$ cat src/sv/isqrt_pkg.sv
`timescale 1ns / 1ps
// ----------------------------------------------------------------------------
// Integer square root package
// Widths, step count and shared types for the digit-by-digit square root.
// ----------------------------------------------------------------------------
package isqrt_pkg;

  localparam int INPUT_WIDTH       = 31;
  localparam int ROOT_WIDTH        = 16;
  localparam int FIRST_TRIAL_SHIFT = ((INPUT_WIDTH - 1) / 2) * 2;
  localparam int NUM_STEPS         = FIRST_TRIAL_SHIFT / 2 + 1;

  typedef logic [INPUT_WIDTH-1:0] word_t;
  typedef logic [ROOT_WIDTH-1:0]  root_t;

  typedef struct packed {
    word_t rem;
    word_t root;
  } stage_t;

  function automatic word_t trial_bit(input int step);
    word_t one;
    one = word_t'(1);
    return one << (FIRST_TRIAL_SHIFT - 2 * step);
  endfunction

  function automatic root_t to_root(input word_t w);
    return root_t'(w);
  endfunction

endpackage

$ cat src/sv/isqrt_stage.sv
`timescale 1ns / 1ps
// ----------------------------------------------------------------------------
// Square root pipeline stage
// One restoring step (trial compare and subtract) followed by a register.
// ----------------------------------------------------------------------------
module isqrt_stage (
  input  logic              clk,
  input  logic              rst_n,
  input  logic              up_valid,
  input  isqrt_pkg::stage_t up_data,
  input  isqrt_pkg::word_t  trial,
  output logic              up_ready,
  output logic              dn_valid,
  output isqrt_pkg::stage_t dn_data,
  input  logic              dn_ready
);
  import isqrt_pkg::*;

  logic                 valid_r;
  stage_t               data_r;
  stage_t               data_nxt;
  logic [INPUT_WIDTH:0] cand;

  always_comb begin
    cand = {1'b0, up_data.root} + {1'b0, trial};
    if ({1'b0, up_data.rem} >= cand) begin
      data_nxt.rem  = up_data.rem - cand[INPUT_WIDTH-1:0];
      data_nxt.root = (up_data.root >> 1) + trial;
    end else begin
      data_nxt.rem  = up_data.rem;
      data_nxt.root = up_data.root >> 1;
    end
  end

  assign up_ready = !valid_r || dn_ready;

  // advance when the register is empty or its request leaves
  always_ff @(posedge clk) begin
    if (!rst_n) begin
      valid_r <= 1'b0;
    end else if (up_ready) begin
      valid_r <= up_valid;
    end
  end

  always_ff @(posedge clk) begin
    if (up_ready && up_valid) begin
      data_r <= data_nxt;
    end
  end

  assign dn_valid = valid_r;
  assign dn_data  = data_r;

endmodule

$ cat src/sv/integer_square_root.sv
`timescale 1ns / 1ps
// ----------------------------------------------------------------------------
// Integer square root
// One restoring step per register stage. Throughput: one request per
// cycle; a stalled output holds its stage while empty stages upstream still
// fill. Reset clears the stage valid bits only.
// ----------------------------------------------------------------------------
module integer_square_root (
  input  logic             clk,
  input  logic             rst_n,
  input  logic             in_valid,
  output logic             in_stall,
  input  isqrt_pkg::word_t in_radicand,
  output logic             out_valid,
  input  logic             out_stall,
  output isqrt_pkg::root_t out_root
);
  import isqrt_pkg::*;

  logic [NUM_STEPS:0] valid_w;
  logic [NUM_STEPS:0] ready_w;
  stage_t             data_w [NUM_STEPS+1];

  assign valid_w[0]      = in_valid;
  assign data_w[0].rem   = in_radicand;
  assign data_w[0].root  = '0;
  assign in_stall        = !ready_w[0];
  assign ready_w[NUM_STEPS] = !out_stall;

  for (genvar g = 0; g < NUM_STEPS; g++) begin : g_stage
    isqrt_stage u_stage (
      .clk      (clk),
      .rst_n    (rst_n),
      .up_valid (valid_w[g]),
      .up_data  (data_w[g]),
      .trial    (trial_bit(g)),
      .up_ready (ready_w[g]),
      .dn_valid (valid_w[g+1]),
      .dn_data  (data_w[g+1]),
      .dn_ready (ready_w[g+1])
    );
  end

  assign out_valid = valid_w[NUM_STEPS];
  assign out_root  = to_root(data_w[NUM_STEPS].root);

  a_rem_bound: assert property (@(posedge clk) disable iff (!rst_n)
    out_valid |-> ({1'b0, data_w[NUM_STEPS].rem} <= {data_w[NUM_STEPS].root, 1'b0}))
    else $error("final remainder exceeds twice the root");

  a_enter: assert property (@(posedge clk) disable iff (!rst_n)
    (in_valid && !in_stall) |=> valid_w[1])
    else $error("accepted request lost at first stage");

  a_full_stall: assert property (@(posedge clk) disable iff (!rst_n)
    in_stall |-> ($countones(valid_w[NUM_STEPS:1]) == NUM_STEPS))
    else $error("input stalled while a stage is empty");

endmodule

$ cat config.mk
export PLATFORM = sky130hd
export DESIGN_NAME = integer_square_root
export DESIGN_NICKNAME = d
export VERILOG_FILES = /design/src/sv/isqrt_pkg.sv /design/src/sv/isqrt_stage.sv /design/src/sv/integer_square_root.sv
export SDC_FILE = /design/constraint.sdc
export NUM_CORES = 1
export LEC_CHECK = 0
export BUFFER_PORTS_ARGS = -buffer_cell sky130_fd_sc_hd__buf_2
export CAP_MARGIN = 20
export CORE_UTILIZATION = 45
export CTS_CLUSTER_DIAMETER = 120
export DETAILED_ROUTE_END_ITERATION = 8
export GPL_TIMING_DRIVEN = 1
export PLACE_DENSITY = 0.63
export SLEW_MARGIN = 20
export SYNTH_ARGS = -nofsm -noshare
export SYNTH_HDL_FRONTEND = slang
export SYNTH_SLANG_ARGS = --single-unit
$ cat constraint.sdc
create_clock -name clk -period 8 [get_ports clk]
set_input_delay 0.4 -clock clk [delete_from_list [all_inputs] [get_ports clk]]
set_output_delay 0.4 -clock clk [all_outputs]
set_load 0.05 [all_outputs]
==> results of run 1 <==
final cells by class:
type                       count  area [µm²]  area share (%)
sequential                   617       18400            56.8
multi-input combinational   1344        9440            29.2
clock buffer                  78        1590            4.92
tap                          846        1060            3.28
timing repair buffer         103         808            2.50
inverter                     182         683            2.11
clock inverter                36         362            1.12
cells in the mapped netlist (9+ instances only):
master and number:
a21boi_0 16, a21o_1 30, a21oi_1 111, a31oi_1 9
and3_1 10, buf_4 16, clkbuf_1 22, dfxtp_1 16
edfxtp_1 601, ha_1 148, inv_1 181, mux2_2 20
nand2_1 142, nand2b_1 32, nand3_1 32, nand4_1 27
nor2_1 114, nor2b_1 35, nor3_1 63, nor4_1 60
nor4b_1 13, o211ai_1 12, o21a_1 37, o21ai_0 85
o21ai_1 13, o31ai_1 17, or3_1 22, or4_1 12
xnor2_1 101, xor2_1 75
registers in the layout, summed over array words and instances, names as in the netlist:
name                      flops
g_stage.u_stage.dn_data     601
g_stage.u_stage.dn_valid     16
critical path, stage by stage (launching register included):
cell and delay (ns):
dfxtp_1 0.43, nand4_1 0.12, nor2_1 0.63, nand3_1 0.24
nor2_1 0.47, and3_1 0.41, and3_1 0.44, and4_1 0.30
buf_2 0.28
logic make-up (layout without fill, tap and decap cells):
kind of cell               after synthesis  count (layout)  synth area share [%]
and+or+nand+nor                        605             605                  11.0
adders and majority gates              149             149                  6.55
other                                    1               1                0.0131
buffers and inverters                  226             399                  3.26
AOI/OAI and AO/OA                      386             386                  8.53
muxes                                   27              27                  1.03
xor gates and xnor gates               176             176                  5.39
DFF                                    617             617                  64.2
how the worst min path moves through the flow:
stage / startpoint / endpoint / slack, ns / depth (start not counted)
final: out_stall / g_stage[15].u_stage.dn_valid$_SDFFE_PN0P_ / 0.05 / 3
after global placement: g_stage[0].u_stage.dn_data[30]$_DFFE_PP_ / g_stage[1].u_stage.dn_data[29]$_DFFE_PP_ / 0.43 / 0
after detailed placement: g_stage[14].u_stage.dn_data[6]$_DFFE_PP_ / g_stage[15].u_stage.dn_data[5]$_DFFE_PP_ / 0.43 / 0
after CTS: out_stall / g_stage[15].u_stage.dn_valid$_SDFFE_PN0P_ / 0.01 / 3
after global routing: out_stall / g_stage[15].u_stage.dn_valid$_SDFFE_PN0P_ / 0.06 / 3
after floorplan: g_stage[3].u_stage.dn_data[31]$_DFFE_PP_ / g_stage[4].u_stage.dn_data[31]$_DFFE_PP_ / 0.42 / 0
layer usage:
metal	global-route usage (%)	vias to the layer above
met1	14.6	8068
met5	0	-
met3	2.20	114
li1	-	8363
met2	34.0	258
met4	7.50	0
power by group:
group	internal (µW)	switching [µW]
combinational	58.2	60.7
sequential	3570	33.0
clock	1570	1190
cell usage in the layout (no fill, tap or decap), types with 14 or more instances in the layout:
cell type	n
a21o_1	30
a21oi_1	111
buf_2	52
buf_4	14
clkbuf_1	17
clkbuf_16	61
clkinv_1	17
dfxtp_1	16
dlygate4sd3_1	32
edfxtp_1	601
ha_1	148
inv_1	181
mux2_2	20
nand2_1	142
nand2b_1	32
nand3_1	32
nand4_1	27
nor2_1	114
nor2b_1	27
nor3_1	61
nor4_1	60
o21a_1	37
o21ai_0	85
o31ai_1	17
or3_1	22
xnor2_1	101
xor2_1	75
repair_timing:
action,4_1_cts,5_1_grt
setup buffers,0,0
endpoints found under the hold margin,32,0
hold buffers,32,0
resized for setup,0,0
metrics by stage:
| stage | hold slack, ns | area, µm² | util, % | setup slack (ns) | cells |
|---|---|---|---|---|---|
| 3_3_place_gp | 0.431 | 29900 | 47.5 | 4.27 | 3055 |
| 4_1_cts | 0.0138 | 32200 | 51.1 | 3.56 | 3202 |
| 6_report | 0.0524 | 32300 | 51.3 | 3.65 | 3206 |
| 3_5_place_dp | 0.434 | 29900 | 47.5 | 4.18 | 3056 |
| 2_1_floorplan | 0.417 | 28600 | - | 3.31 | 2187 |
| 5_1_grt | 0.0584 | 32300 | 51.3 | 3.32 | 3206 |
==> flow_summary_export.csv, run 1 <==
group,metric,value,unit
drt,drt-initial-drc-count,732,
pwr,peakVddDrop,0.201,mV
logic_synthesis,syn_inst,2187,
sta,slew_headroom,31.9,%
critical_path,crit_end,"in_stall",
logic_synthesis,synth_fp_nets,2371,
sta,setup_tns,0,ns
sta,drv_slew,0,
floorplanning,dieArea,0.0646,mm²
cts,cts_made_buffers,61,
floorplanning,die_height,254,µm
critical_path,critPathLaunch,"g_stage[12].u_stage.dn_valid$_SDFFE_PN0P_",
logic_synthesis,synth-edff-count,601,
drt,vias,16803,
finish,num_antenna_cells,0,
drt,routed_wl,51000,µm
cts,cts_tree,"built",
cts,h-tree-depth,2,
critical_path,crit_fanout,7,
sta,setup_violations,0,
floorplanning,start_util,45.4,%
global_routing,overflow,0,
drt,drc,0,
drt,drt_first_pass_iters,5,
global_routing,grt_antenna_before_repair,0,
drt,wl_met3,1260,µm
placed_design,io_buffers,52,
critical_path,criticalPathCategory,"flop to primary output",
global_routing,grt_pass1_vias,17378,
finish,final_nets,2493,
drt,wl_met1,18300,µm
critical_path,cp.required,7.60,ns
cts,cts.sinks,617,
drt,dr_wl_met2,29600,µm
finish,drive_gt1_share,8.64,%
global_routing,grtUsageTotal,16.1,%
sta,max_freq,0.230,GHz
sta,fin_crit_sh,54.4,%
sta,rsz0062_at_grt,"no",
sta,worst_clock_skew,0.0365,ns
logic_synthesis,ys_warn_count,0,
logic_synthesis,ys_types,73,
placed_design,gp_congestion,0.876,
cts,cts-root-buf,"clkbuf_16",
sta,finalHoldViolCount,0,
cts,insertion_delay,0.66,ns
critical_path,arrival,3.95,ns
hold_path,hold_class,"input pin to flop",
floorplanning,die_x,254,µm
logic_synthesis,postSynthAreaPerCell,13.1,µm²
logic_synthesis,synth_top_area_share,63.1,%
pwr,powerDensity,201,mW/mm²
logic_synthesis,yosys.area.top_type,"edfxtp_1",
critical_path,cp-start-kind,"flop",
pwr,power,6490,µW
logic_synthesis,syn-cell-area,0.0286,mm²
placed_design,place.detailed.hpwl,38100,µm
logic_synthesis,async_flop_share,0,%
pwr,leakagePower,0.0116,µW
outcome,status,"finished clean",
critical_path,r2r_setup_slack,4.18,ns
logic_synthesis,synth-seq-cells,617,
logic_synthesis,yosysSeqAreaShare,64.2,%
floorplanning,io_pins,53,
finish,nFillCells,5314,
finish,area_growth,13.0,%
critical_path,r2r_end,"g_stage[13].u_stage.dn_data[59]$_DFFE_PP_",
job,cap_viol_max_count,0,
sta,fin_crit,4.35,ns
floorplanning,rows,92,
drt,dr.max_layer_used,"met4",
logic_synthesis,synthFlopType,"edfxtp_1",
critical_path,endpoint_kind,"primary output",
global_routing,grt_max_degree,47,
logic_synthesis,synth.area.top_cells,"edfxtp_1 63%, ha_1 6.5%, xnor2_1 3.1%",
drt,antenna_left,0,
cts,cts_buffer_depth,3,
sta,worstMarginPinSlew,1.02,ns
critical_path,rr_worst_depth,8,
critical_path,rr_startpoint,"g_stage[12].u_stage.dn_data[51]$_DFFE_PP_",
global_routing,grt_first_pass_wirelength,83100,µm
drt,avgViaCountPerCell,5.24,
drt,wl_per_cell,15.9,µm
floorplanning,core-area,0.0630,mm²
cts,clk_pin_slew,0.05,ns
(Power assumes the default switching activity.)
==> run 2: changes to the inputs <==
clock period = 4.2 ns   (was 8 ns; I/O delays follow)
==> flow_summary_export.csv, run 2 (synthesis gave the netlist of run 1 again) <==
group,metric,value,unit
cts,cts-root-buf,"clkbuf_16",
cts,clk_pin_slew,0.06,ns
drt,drt-initial-drc-count,778,
critical_path,critPathTopFamily,"compound AO/OA/AOI/OAI gates",
drt,drc,0,
outcome,status,"finished clean",
placed_design,place_area,0.0300,mm²
finish,final_nets,2508,
placed_design,pre_cts_slack,0.473,ns
sta,worst_clock_skew,0.0315,ns
finish,num_antenna_cells,0,
drt,drt_first_pass_iters,7,
sta,slew_headroom,29.7,%
finish,final_common_cell,"edfxtp_1",
sta,hold_ws,0.272,ns
finish,area_growth,13.5,%
floorplanning,io_pins,53,
cts,cts_tree,"built",
floorplanning,die_x,254,µm
sta,fin_crit,3.54,ns
critical_path,cp.required,4.58,ns
hold_path,hold_class,"input pin to flop",
sta,setup_tns,0,ns
critical_path,critPathMaxStageDelay,0.63,ns
pwr,powerDensity,380,mW/mm²
critical_path,endpoint_kind,"flop",
floorplanning,core-area,0.0630,mm²
finish,nFillCells,5249,
pwr,peakVddDrop,0.379,mV
placed_design,io_buffers,52,
pwr,leakagePower,0.0117,µW
sta,max_freq,0.283,GHz
global_routing,grt_pass1_vias,17487,
cts,cts_setup_buffers,0,
cts,h-tree-depth,2,
drt,routed_wl,51400,µm
global_routing,overflow,0,
finish,mostFrequentLayoutCells,"601 x edfxtp_1, 181 x inv_1, 148 x ha_1",
cts,insertion_delay,0.65,ns
cts,cts_made_buffers,61,
global_routing,grt_antenna_before_repair,0,
floorplanning,die_height,254,µm
floorplanning,dieArea,0.0646,mm²
global_routing,grtUsageTotal,16.3,%
hold_path,min_from,"in_radicand[9]",
drt,avgViaCountPerCell,5.21,
placed_design,place.detailed.hpwl,38300,µm
critical_path,critPathLaunch,"g_stage[12].u_stage.dn_data[38]$_DFFE_PP_",
global_routing,grt_max_degree,47,
finish,largest_reg_flops,601,
placed_design,gp_congestion,0.919,
critical_path,critPathSlowestCell,"nor3b_1",
drt,vias,16766,
critical_path,crit_fanout,5,
cts,postCtsHoldBufs,36,
critical_path,crit_buf_inv,0,
drt,wl_per_cell,16.0,µm
critical_path,path_cells,"ha_1 > a21oi_1 > a21oi_1 > o41a_1 > a2111o_1 > o311ai_0 > nor3b_1 > nand2_1 > xnor2_1",
cts,cts_resized,0,
critical_path,criticalPathCategory,"flop to flop",
cts,cts_buffer_depth,3,
sta,worst_slack,0.663,ns
critical_path,rr_startpoint,"g_stage[12].u_stage.dn_data[38]$_DFFE_PP_",
critical_path,arrival,3.92,ns
sta,rsz0062_at_grt,"no",
sta,setup_violations,0,
finish,drive_gt1_share,9.18,%
global_routing,grt_first_pass_wirelength,84200,µm
finish,final_area,0.0324,mm²
critical_path,cp-start-kind,"flop",
cts,cts.sinks,617,
sta,fin_crit_sh,84.2,%
critical_path,critPathMostFrequentCell,"a21oi_1",
floorplanning,start_util,45.4,%
sta,worstMarginPinSlew,1.04,ns
sta,finalHoldViolCount,0,
floorplanning,rows,92,
drt,antenna_left,0,
job,cap_viol_max_count,0,
sta,drv_slew,0,
==> run 2: cell types whose count changed in the layout (fill, tap and decap cells not counted), sizes merged <==
cell and delta:
buf +11, clkbuf +11, clkinv -11, dlygate4sd3 +4
bufinv -3, inv +2
==> run 2: area by class of cell <==
type	instances	area [µm²]	area share (%)
timing repair buffer	118	968	2.98
clock inverter	24	243	0.748
inverter	182	683	2.11
sequential	617	18400	56.6
multi-input combinational	1344	9440	29.1
clock buffer	89	1690	5.22
tap	846	1060	3.26
==> run 2: final timing paths <==
| path | slack (ns) | to | cells after the start |
|---|---|---|---|
| worst min-delay path | 0.27 | g_stage[0].u_stage.dn_data[40]$_DFFE_PP_ | 2 |
| worst max-delay path | 0.66 | g_stage[13].u_stage.dn_data[58]$_DFFE_PP_ | 9 |
| worst max register to register | 0.66 | g_stage[13].u_stage.dn_data[58]$_DFFE_PP_ | 9 |
| worst min register to register | 0.44 | g_stage[5].u_stage.dn_data[45]$_DFFE_PP_ | 0 |
==> run 2: layer usage <==
metal / vias up / track usage, % / share of wire [%]
met5: - / 0 / 0
met4: 0 / 7.69 / 4.1
met3: 117 / 2.22 / 2.8
met2: 265 / 33.7 / 57
met1: 7985 / 15.3 / 36
li1: 8399 / - / -
==> run 2: per-stage QoR <==
stage	instances	total power, µW	utilization [%]
final	3220	12300	51.5
after global routing	3220	12700	51.5
after CTS	3214	12400	51.3
after detailed placement	3065	7190	47.7
after global placement	3064	7180	47.6
after floorplan	2187	7110	-
==> run 2: power by group <==
| group | internal, µW | total [µW] | switching (µW) |
|---|---|---|---|
| logic | 114 | 233 | 119 |
| clock network | 2930 | 5220 | 2290 |
| registers | 6800 | 6860 | 62.2 |
